$ cat src/hw/rtl/rrf_pkg.sv
// Shared types and constants for the rectangle raster fill block.
// Holds the channel word structs, operation/status codes and the control states.
// No dependencies.
package rrf_pkg;

    localparam int C_MAX_SIDE  = 512;
    localparam int C_FRAC_BITS = 8;
    localparam int C_SIDE_W    = $clog2(C_MAX_SIDE);
    localparam int C_ADDR_W    = 2 * C_SIDE_W;
    localparam int C_DEPTH     = C_MAX_SIDE * C_MAX_SIDE;
    localparam int C_COORD_W   = 26;

    localparam logic [1:0] C_OP_CLEAR = 2'd0;
    localparam logic [1:0] C_OP_DRAW  = 2'd1;
    localparam logic [1:0] C_OP_READ  = 2'd2;

    localparam logic [1:0] C_ST_OK      = 2'd0;
    localparam logic [1:0] C_ST_REJECT  = 2'd1;
    localparam logic [1:0] C_ST_OUTSIDE = 2'd2;

    localparam logic [7:0] C_MODE_FILL = 8'h52;
    localparam logic [7:0] C_MODE_LINE = 8'h72;

    localparam logic [1:0] C_CFG_WIDTH  = 2'd0;
    localparam logic [1:0] C_CFG_HEIGHT = 2'd1;
    localparam logic [1:0] C_CFG_BG     = 2'd2;

    localparam logic [9:0] C_SIZE_RESET = 10'd300;
    localparam logic [7:0] C_BG_RESET   = 8'd32;

    typedef struct packed {
        logic [1:0]         operation;
        logic [7:0]         shape_mode;
        logic signed [23:0] rect_left;
        logic signed [23:0] rect_top;
        logic [22:0]        rect_span_x;
        logic [22:0]        rect_span_y;
        logic [7:0]         paint_char;
        logic [8:0]         read_col;
        logic [8:0]         read_row;
    } t_in_word;

    typedef struct packed {
        logic [1:0] status;
        logic [7:0] pixel_value;
    } t_out_word;

    typedef enum logic [1:0] {
        ST_IDLE,
        ST_WALK,
        ST_RDWAIT,
        ST_FINISH
    } t_state;

endpackage

$ cat src/hw/rtl/rrf_cover.sv
// Pixel coverage test: holds the box bounds of one draw word and tests a pixel.
// Depends on rrf_pkg.
module rrf_cover (
    input  logic                         i_clk,
    input  logic                         i_load,
    input  rrf_pkg::t_in_word            i_word,
    input  logic [rrf_pkg::C_SIDE_W-1:0] i_col,
    input  logic [rrf_pkg::C_SIDE_W-1:0] i_row,
    output logic                         o_hit
);

    localparam int CW = rrf_pkg::C_COORD_W;
    localparam logic signed [CW-1:0] ONE = CW'(1) <<< rrf_pkg::C_FRAC_BITS;

    logic signed [CW-1:0] r_lo_x, r_hi_x, r_ilo_x, r_ihi_x;
    logic signed [CW-1:0] r_lo_y, r_hi_y, r_ilo_y, r_ihi_y;
    logic                 r_outline;
    logic signed [CW-1:0] n_lo_x, n_hi_x, n_lo_y, n_hi_y;
    logic signed [CW-1:0] px, py;
    logic                 in_box, edge_hit;

    always_comb begin
        n_lo_x = CW'(i_word.rect_left);
        n_lo_y = CW'(i_word.rect_top);
        n_hi_x = n_lo_x + $signed({{(CW-23){1'b0}}, i_word.rect_span_x});
        n_hi_y = n_lo_y + $signed({{(CW-23){1'b0}}, i_word.rect_span_y});
    end

    always_ff @(posedge i_clk) begin
        if (i_load) begin
            r_lo_x    <= n_lo_x;
            r_hi_x    <= n_hi_x;
            r_ilo_x   <= n_lo_x + ONE;
            r_ihi_x   <= n_hi_x - ONE;
            r_lo_y    <= n_lo_y;
            r_hi_y    <= n_hi_y;
            r_ilo_y   <= n_lo_y + ONE;
            r_ihi_y   <= n_hi_y - ONE;
            r_outline <= (i_word.shape_mode == rrf_pkg::C_MODE_LINE);
        end
    end

    always_comb begin
        px = $signed({{(CW-rrf_pkg::C_SIDE_W){1'b0}}, i_col}) <<< rrf_pkg::C_FRAC_BITS;
        py = $signed({{(CW-rrf_pkg::C_SIDE_W){1'b0}}, i_row}) <<< rrf_pkg::C_FRAC_BITS;
        in_box   = (px >= r_lo_x) && (px <= r_hi_x) && (py >= r_lo_y) && (py <= r_hi_y);
        edge_hit = (px < r_ilo_x) || (px > r_ihi_x) || (py < r_ilo_y) || (py > r_ihi_y);
        o_hit    = in_box && (!r_outline || edge_hit);
    end

endmodule

$ cat config.mk
export PLATFORM = sky130hd
export DESIGN_NAME = rrf_cover
export DESIGN_NICKNAME = d
export VERILOG_FILES = /design/src/hw/rtl/rrf_pkg.sv /design/src/hw/rtl/rrf_cover.sv
export SDC_FILE = /design/constraint.sdc
export NUM_CORES = 1
export LEC_CHECK = 0
export BUFFER_PORTS_ARGS = -buffer_cell sky130_fd_sc_hd__buf_2
export CAP_MARGIN = 10
export CORE_ASPECT_RATIO = 0.8
export CORE_MARGIN = 3
export CORE_UTILIZATION = 53
export CTS_CLUSTER_SIZE = 28
export DETAILED_ROUTE_END_ITERATION = 8
export PLACE_DENSITY = 0.76
export SETUP_SLACK_MARGIN = 0.1
export SYNTH_ARGS = -nofsm -noshare
export SYNTH_HDL_FRONTEND = slang
export SYNTH_SLANG_ARGS = --single-unit
export TNS_END_PERCENT = 10
$ cat constraint.sdc
create_clock -name i_clk -period 3.12 [get_ports i_clk]
set_input_delay 0 -clock i_clk [delete_from_list [all_inputs] [get_ports i_clk]]
set_output_delay 0 -clock i_clk [all_outputs]
set_load 0.05 [all_outputs]
==> out/results.env <==
MAXIMUM_NET_FANOUT_ON_THE_CRITICAL_PATH=2
PERIOD_MINUS_SLACK_PS=3040
CLOCK_SLEW_SEEN_BY_THE_REGISTERS_OF_THE_WORST_SETUP_AND_HOLD_PATHS_PS=60
POWER.SHARE.COMBINATIONAL_PCT=25.8
ACHIEVABLE-FREQUENCY_MHz=329
DIODES=0
PLACED_CELLS_INCL_TAPS=1510
DETAILED_PLACE_HPWL_MM=21.1
NUMBER_OF_BUFFERS_CREATED_BY_CTS=17
GATE_COUNT_OF_THE_MAPPED_NETLIST=1042
CRIT_REQUIRED_PS=3120
P_SWITCHING_W=0.00194
POWER_FRAC_SEQ_PCT=42.4
WORST_HOLD_PATH_TYPE='in2reg'
NET_COUNT_AFTER_SYNTHESIS=1316
LARGEST_STAGE_DELAY_WORST_PATH_PS=520
DR.PASS1.ITERS=5
DRTITER0DRC=918
GRT_USAGE_PCT=25.0
SYNTH_ENABLE_FLOP_CELLS=169
ROUTE.FINAL.WIRE_LENGTH_MM=28.3
LAYOUT_COMMONEST_CELL='edfxtp_1'
CTS_TREE='built'
SYNTH.FF_LATCH_COUNT=169
FINAL_MIN_PERIOD_OVER_CLOCK_PERIOD_PCT=97.5
GRT_ANTENNA_BEFORE_REPAIR=0
POST_SYNTH_NUM_CELL_TYPES=72
TIGHTEST_SLEW_PS=627
OUTCOME='complete, no violations'
SYNTH-ASYNC-RESET-RATIO_PCT=0
FINAL_ANTENNA_NET_COUNT=0
FINAL-SEQ-AREA_MM2=0.00507
P_LEAK_nW=6.04
SETUP_WS_PS=78.2
FINAL_NET_COUNT=1591
MULTI_INPUT_AREA_MM2=0.00557
SYNTH_SEQUENTIAL_AREA_RATIO_PCT=46.0
CORE_AREA_MM2=0.0201
MAXCAPVIOLCOUNT=0
CRITICALPATHCATEGORY='reg2out'
FINALPOWER_W=0.00693
POST-ROUTE-DRC-COUNT=0
CTSLONGESTPATHBUFFERS=2
NUMCLOCKSINKS=169
VDD_DROP_MAX_uV=298
DIE-WIDTH_UM=167
H-TREE-DEPTH=4
MINIMUM_SETUP_SLACK_AFTER_PLACEMENT_PS=-490
HOLD_VIOLATIONS=0
POST_SYNTH.CELL_AREA_AVG_UM2=10.6
DIE_H_UM=135
CRIT_SLOWEST_CELL='a2111oi_1'
GRT_PASS1_WL_MM=44.8
FLOORPLAN.IO_PINS=151
CTS_SETUP_BUFFERS=0
FLOORPLAN.INITIALDENSITY_PCT=54.7
SETUP-VIOLATIONS-FINAL=0
ROUTE.DETAILED.WL_PER_INST_UM=17.8
LAYOUT.FILLER_CELLS=1546
VIAS_PER_CELL=5.71
NETSWITCHINGFRACTION_PCT=28.0
DETAILROUTE.VIA_COUNT=9094
FIRST_GLOBAL_VIAS=8622
CRIT_PATH_END_KIND='output port'
SHARE_OF_POST_ROUTE_CELLS_WITH_DRIVE_STRENGTH_ABOVE_1_PCT=21.1
SLEW_VIOL_FINAL=0
FINALNONFILLERCELLS=1593
CRITICAL_PATH.CELL_CHAIN='inv_1, ha_1, a21oi_2, nor2b_1, o21ai_0, nand2b_1, a21oi_2, o21ai_0, a2111oi_1, o2111ai_1, a31oi_2, buf_6'
ARRIVAL_PS=3040
FIN_AREA_MM2=0.0139
POWER_DENSITY_OF_THE_PLACED_CELLS_mW_PER_MM2=500
NETLIST_AREA_MM2=0.0110
AREA.GROWTH.SYNTH_TO_FINAL_PCT=25.8
POST_PLACE_CELL_AREA_MM2=0.0127
CRITICAL_PATH.STARTPOINT_TYPE='flop'
POWER.SHARE.CLOCK_PCT=31.8
LARGEST_NET_DEGREE_AT_THE_START_OF_GLOBAL_ROUTING=72
SLEW_HEADROOM_PCT=58.1
DIE_AREA_MM2=0.0226
BUFFER_PORTS.INSERTED=122
YOSYSWARNINGCOUNT=0
GPL.FINAL_WEIGHTED_CONGESTION=0.902
GRT_SETUP_UNREPAIRED='true'
CELLINTERNALPOWER_W=0.00499
TIMING.CRITICAL_PATH.MAX_DELAY_FAMILY='compound AO/OA/AOI/OAI gates'
TOP_FF_CELL_SYNTH='edfxtp_1'
MOST_USED_CELLS_IN_THE_LAYOUT_EXCLUDING_FILL_AND_TAP_CELLS='edfxtp_1 (169), ha_1 (121), buf_2 (120)'
GRT.OVERFLOW.TOTAL=0
PATH_BUF_INV=2
STD_CELL_ROWS=46
CTS_ROOT_BUF='clkbuf_16'
==> power groups by stage <==
stage / sequential (W) / clock (W) / combinational, W
finish: 0.00294 / 0.00221 / 0.00179
detailed placement: 0.00298 / 0 / 0.00166
global route: 0.00296 / 0.00232 / 0.00198
CTS: 0.00294 / 0.00222 / 0.00174
global placement: 0.00297 / 0 / 0.00162
floorplan: 0.00295 / 0 / 0.000990
==> cells in the mapped netlist (3+ instances only) <==
cell	n	area (um2)
clkbuf_1	11	41.3
or3_1	8	50.1
xor2_1	33	289
nand3b_1	4	30.0
nand3_1	29	145
nor3_1	21	105
o21a_1	9	67.6
o21ai_0	38	190
nand2b_1	13	81.3
nor4_1	28	175
nor3b_1	3	22.5
nand2_1	64	240
a2111oi_0	5	43.8
edfxtp_1	169	5070
and2_1	8	50.1
ha_1	122	1530
a21boi_0	4	30.0
buf_2	3	15.0
nor2b_1	7	43.8
and3_1	8	50.1
nand4b_1	3	26.3
a31o_2	5	43.8
o21bai_1	7	52.6
a41o_1	3	30.0
a21oi_1	69	345
nand4_1	25	156
inv_1	109	409
o31ai_1	4	30.0
nor2_1	61	229
o211ai_1	12	90.1
o2111ai_1	4	35.0
or2_2	3	18.8
a21o_1	30	225
xnor2_1	50	438
or4_1	6	45.0
and4_1	3	26.3
a31oi_1	11	68.8
a211oi_1	9	67.6
==> worst paths after layout <==
check / start / endpoint / cells after the start
worst max-delay path: r_hi_x[9] / o_hit / 12
worst min-delay path: i_word[107] / r_ilo_x[12] / 3
==> kinds of logic after synthesis <==
logic type	synth area share, %
and+or+nand+nor	14.7
AOI/OAI and AO/OA	14.0
DFF	46.0
buffers and inverters	4.29
adders and majority gates	14.2
xor gates and xnor gates	6.59
muxes	0.182
==> stage by stage <==
step	TNS [ps]	hold WS [ps]	util (%)
4_1_cts	0	9.01	68.5
6_report	0	25.1	68.9
3_3_place_gp	-2110	193	62.9
2_1_floorplan	-127	98.9	-
3_5_place_dp	-4600	198	62.9
5_1_grt	-106	40.1	68.9
==> flip-flops by register name (all words and copies together) (netlist names) <==
name	flops
r_hi_x	25
r_hi_y	25
r_lo_x	24
r_lo_y	24
r_ihi_x	18
r_ihi_y	18
r_ilo_x	17
r_ilo_y	17
r_outline	1
==> metal layers <==
layer  wire length (um)  part of all wire (%)  up-vias  GRT usage [%]
met5                  0                     0        -              0
met4                273                  0.96        0           5.09
met3               1650                   5.8       22           3.48
met2              12400                    44      303           38.5
met1              14000                    49     4321           38.0
li1                   -                     -     4448              -
==> layout make-up <==
cell class,count,area share (%)
clock buffer,19,3.12
tap,264,2.38
clock inverter,12,1.26
inverter,109,2.95
timing repair buffer,271,13.6
multi-input combinational,749,40.1
sequential,169,36.6
==> timing repair <==
action,CTS,global route
pin swaps,0,2
gates resized for setup,1,18
setup endpoints to repair,7,18
endpoints found under the hold margin,77,0
hold buffers,52,0
Note: power is estimated with default switching activity, not from simulation.
